===== src/rtl/clt_pkg.sv =====
package clt_pkg;

    localparam int SLOT_COUNT = 8;
    localparam int SLOT_W = (SLOT_COUNT > 1) ? $clog2(SLOT_COUNT) : 1;

    localparam logic [14:0] MAX_DELAY = 15'd30000;
    localparam logic [14:0] OVERDUE_DELAY = 15'd1000;
    localparam logic [31:0] PROBE_RESET = 32'd5000;
    localparam logic [31:0] DEAD_RESET = 32'd10000;

    localparam logic [0:0] REG_PROBE = 1'b0;
    localparam logic [0:0] REG_DEAD = 1'b1;

    typedef enum logic [1:0] {
        CMD_ADD    = 2'd0,
        CMD_REMOVE = 2'd1,
        CMD_SEEN   = 2'd2,
        CMD_TICK   = 2'd3
    } cmd_t;

    typedef enum logic [2:0] {
        EV_DONE   = 3'd0,
        EV_FAILED = 3'd1,
        EV_PROBE  = 3'd2,
        EV_DROP   = 3'd3,
        EV_TICK   = 3'd4
    } event_t;

    typedef enum logic [1:0] {
        ST_IDLE,
        ST_SCAN,
        ST_FINAL
    } state_t;

    // token that walks down the row of cells, one cell per cycle unless a probe or drop is held off
    typedef struct packed {
        logic        valid;
        logic [1:0]  command;
        logic [15:0] client_id;
        logic [47:0] now_ms;
        logic        found;    // a slot was already claimed by this item
        logic [14:0] delay;
    } token_t;

    // report of one cell to the controller while the token is inside it
    typedef struct packed {
        logic        fire;     // probe or drop to emit
        logic        drop;
        logic [15:0] client;
    } cell_rpt_t;

endpackage


===== src/rtl/clt_cell.sv =====
module clt_cell (
    input  logic              aclk,
    input  logic              aresetn,
    input  logic              step,
    input  logic [31:0]       probe_period_ms,
    input  logic [31:0]       dead_after_ms,
    input  clt_pkg::token_t   tok_in,
    output clt_pkg::token_t   tok_out,
    output clt_pkg::cell_rpt_t rpt
);

    logic        used_reg;
    logic [15:0] client_reg;
    logic [47:0] seen_reg;

    logic        match;
    logic        claim;
    logic [48:0] due;
    logic [48:0] dead;
    logic [48:0] now_w;
    logic [48:0] lim;
    logic        used_after;
    logic [47:0] seen_after;
    clt_pkg::token_t tok;

    always_comb begin
        now_w = {1'b0, tok_in.now_ms};
        match = used_reg && (client_reg == tok_in.client_id);
        claim = 1'b0;
        if (tok_in.valid && !tok_in.found) begin
            unique case (tok_in.command)
                clt_pkg::CMD_ADD:    claim = !used_reg;
                clt_pkg::CMD_REMOVE: claim = match;
                clt_pkg::CMD_SEEN:   claim = match;
                default:             claim = 1'b0;
            endcase
        end
        used_after = used_reg;
        seen_after = seen_reg;
        if (claim) begin
            unique case (tok_in.command)
                clt_pkg::CMD_ADD:    begin used_after = 1'b1; seen_after = tok_in.now_ms; end
                clt_pkg::CMD_REMOVE: used_after = 1'b0;
                default:             seen_after = tok_in.now_ms;
            endcase
        end
        due  = {1'b0, seen_after} + {17'd0, probe_period_ms};
        dead = {1'b0, seen_after} + {17'd0, dead_after_ms};
        lim  = now_w + {34'd0, tok_in.delay};
        tok = tok_in;
        tok.found = tok_in.found | claim;
        if (tok_in.valid && used_after && due < lim) begin
            if (due < now_w) tok.delay = clt_pkg::OVERDUE_DELAY;
            else             tok.delay = 15'(due - now_w);
        end
        rpt.fire   = tok_in.valid && tok_in.command == clt_pkg::CMD_TICK
                     && used_reg && due <= now_w;
        rpt.drop   = dead <= now_w;
        rpt.client = client_reg;
        tok_out    = tok;
    end

    always_ff @(posedge aclk) begin
        if (!aresetn) begin
            used_reg <= 1'b0;
        end else if (step && claim) begin
            used_reg <= used_after;
        end
    end

    always_ff @(posedge aclk) begin
        if (step && claim) begin
            seen_reg <= seen_after;
            if (tok_in.command == clt_pkg::CMD_ADD) client_reg <= tok_in.client_id;
        end
    end

endmodule


===== config.mk =====
export PLATFORM = sky130hd
export DESIGN_NAME = clt_cell
export DESIGN_NICKNAME = d
export VERILOG_FILES = /design/src/rtl/clt_pkg.sv /design/src/rtl/clt_cell.sv
export SDC_FILE = /design/constraint.sdc
export NUM_CORES = 1
export LEC_CHECK = 0
export BUFFER_PORTS_ARGS = -buffer_cell sky130_fd_sc_hd__buf_2
export CAP_MARGIN = 25
export CORE_MARGIN = 2
export CORE_UTILIZATION = 46
export DETAILED_ROUTE_END_ITERATION = 16
export PLACE_DENSITY_LB_ADDON = 0.05
export REMOVE_ABC_BUFFERS = 1
export SYNTH_ARGS = -nofsm -noshare
export SYNTH_HDL_FRONTEND = slang
export SYNTH_SLANG_ARGS = --single-unit
export TNS_END_PERCENT = 20

===== constraint.sdc =====
create_clock -name aclk -period 12.7 [get_ports aclk]
set_input_delay 2.54 -clock aclk [delete_from_list [all_inputs] [get_ports aclk]]
set_output_delay 2.54 -clock aclk [all_outputs]
set_load 0.02 [all_outputs]

==> metrics.txt <==
fin. max-slew vios 0; Crit-path slowest cell o41ai_1; largest net degree at the start of global routing 49; Synth top area share 22.80%; layout cells sized above 1 20.05%; met1 Use GR 36.35%; register bit total from synthesis 65; Critical Path Start Type primary input; met2 Usage GRT 44.24%; mapped cell area 0.01251 sq mm; Yosys cell types 78; Sw Pwr 0.0004245 W; CP endpoint tok_out[6]; DRC viols 0; switch share 42.38%; Largest register FFs 48; final WL 38800 um; Top-Level Pins 251; drt first-iter violations 839; fin worst setup slack 0.6117 ns; Die Ht 168.9 um; first-pass GRT wire length 59610 um; minimum clock period 12.09 ns; Reg clk slew, reported paths 0.07 ns; Pint 0.0005770 W; Hold Crit Depth 1; critical path required time 10.16 ns; Critical Path Sink Type output port; top cells by area, synth ha_1 23%, edfxtp_1 15%, xnor2_1 8.1%, buf_4 4.3%, a21oi_1 4.1%; ant diodes 0; vias per cell 5.850; commonest non-fill, non-tap cell in the layout buf_2; outcome finished clean; Synth-to-Final Area Change 11.52%; origin of the critical flop-to-flop path client_reg[7]; ys flop type edfxtp_1; number of port buffers 250; post-synthesis sequential area ratio 15.52%; Logic pwr share 50.2%; LEAKAGE 6.440 nW; cell mode on critical path a21oi_1; Vias 11770; Die ar. 0.02854 sq mm; # H-tree levels 3; Starting Density 46.69%; FF-to-FF End seen_reg[32]; Worst Setup SP tok_in[71]; worst endpoint data arrival time 9.55 ns; Overflow after GRT 0; Fin Hold WS 0.5986 ns; final setup fails 0; Least-Margin Pin Slew 0.8303 ns; Design Area, Final 0.01395 sq mm; Root Driver clkbuf_16; cell taking the most area after synthesis ha_1; busiest layer in global routing met2; post-route ant nets 0; clock sink total 65; Clock power frac 26.3%; asr flop ratio synth 0%; Tot GR Track Use 26.63%; DIE WIDTH 168.9 um; Crit path largest cell delay 0.61 ns; final net count 2048; Setup Total Neg Slack 0 ns; final total power 0.001002 W; Max Clk Rate 82.72 MHz; Max Cap Viol 0; worst skew pair latency 0.36 ns; Routed WL per cell 19.29 um; Crit Path Category in2out; # rows 60; worst-case reg-to-reg path depth 8; post-DP HPWL 32410 um; Core ar. 0.02680 sq mm; grt met3 use 3.367%; Max-slew headroom 44.17%; Sequential Power Share 23.6%; Cells after Synth 1486; most frequent cells in the layout 250 x buf_2, 228 x ha_1, 116 x xnor2_1, 102 x a21oi_1, 98 x inv_1; EDFF count, synth 64; vias in the first global route 11160; CTS tree built; dpl ws 0.5707 ns; Synth Warn # 0; period utilization 95.18%; Peak VDD IR 0.05419 mV; initial antenna violation count 0; fillcell total 2644; Final Hold Viols 0; GPL Wtd Cong 0.9224; RSZ-0062 raised after global routing no; flop2flop setup slack 9.66 ns; cts bufs inserted 9; PD cells 71.78 mW/mm^2; clk buf depth 2; Avg Cell Area, Syn 8.420 sq um; Placed Instance Area 0.01365 sq mm; Final Skew 0.01552 ns; hold crit path type reg2reg; worst-path maximum fanout 32; router iterations before antenna repair 5
-- critical path: cells and delay by family --
| kind | cells | cell delay [ns] |
|---|---|---|
| compound gates | 14 | 3.18 |
| xor+xnor | 2 | 0.31 |
| fa+ha+maj | 2 | 0.60 |
| buf+inv | 4 | 0.77 |
| mux | 1 | 0.41 |
| simple gates | 7 | 1.68 |
-- per-layer routing --
metal  vias to the layer above  share of wire [%]
met1                      5513                 47
met4                         0                2.5
met5                         -                  0
li1                       5828                  -
met2                       371                 45
met3                        59                5.4
-- cells in the mapped netlist, types with 36 or more instances --
cell,n
a21o_1,54
a21oi_1,102
buf_4,71
edfxtp_1,64
ha_1,228
inv_1,99
mux2_2,36
nand2_1,78
nand3_1,53
nand4_1,48
nor2_1,74
o21ai_0,71
xnor2_1,116
xor2_1,41
-- metrics by stage --
stage	util, %	instances
finish	52.06	2012
global route	52.06	2012
CTS	51.99	2011
detailed placement	50.93	1995
global placement	50.93	1995
floorplan	-	1396
-- power by group through the flow --
stage	Sequential [W]	Clock (W)	Combinational [W]
2_1_floorplan	0.000241	0	0.000323
3_3_place_gp	0.000241	0	0.000489
6_report	0.000236	0.000263	0.000502
5_1_grt	0.000236	0.000276	0.000558
4_1_cts	0.000236	0.000268	0.000498
3_5_place_dp	0.000241	0	0.000494
-- worst min-delay path by stage --
stage	from	end	slack (ns)
floorplan	seen_reg[0]	seen_reg[0]	0.56
global placement	seen_reg[22]	seen_reg[22]	0.58
detailed placement	seen_reg[22]	seen_reg[22]	0.58
CTS	seen_reg[22]	seen_reg[22]	0.60
global route	seen_reg[15]	seen_reg[15]	0.61
finish	seen_reg[27]	seen_reg[27]	0.60
-- final cells by class --
class / count / area (sq um) / share of cell area [%]
Sequential cell: 65 / 1942 / 13.92
Tap cell: 341 / 426.7 / 3.058
Inverter: 100 / 375.4 / 2.690
Multi-Input combinational cell: 1231 / 9582 / 68.67
Timing Repair Buffer: 259 / 1344 / 9.631
Clock buffer: 9 / 225.2 / 1.614
Clock inverter: 7 / 58.81 / 0.4214
-- cells by family after synthesis --
| logic type | count (synthesis) | synth area share, % |
|---|---|---|
| AOI/OAI and AO/OA | 369 | 19.33 |
| xor gates and xnor gates | 157 | 10.99 |
| adders and majority gates | 232 | 23.44 |
| buffers and inverters | 190 | 7.950 |
| DFF | 65 | 15.52 |
| muxes | 60 | 5.160 |
| and+or+nand+nor | 413 | 17.61 |
-- what timing repair did --
action / in CTS / in global routing
hold endpoints to repair: 0 / 0
hold buffers: 0 / 0
setup buffers: 0 / 1
gates resized for setup: 0 / 0
endpoints found under the setup margin: 0 / 1
No activity file was read; power rests on OpenSTA's default activity.
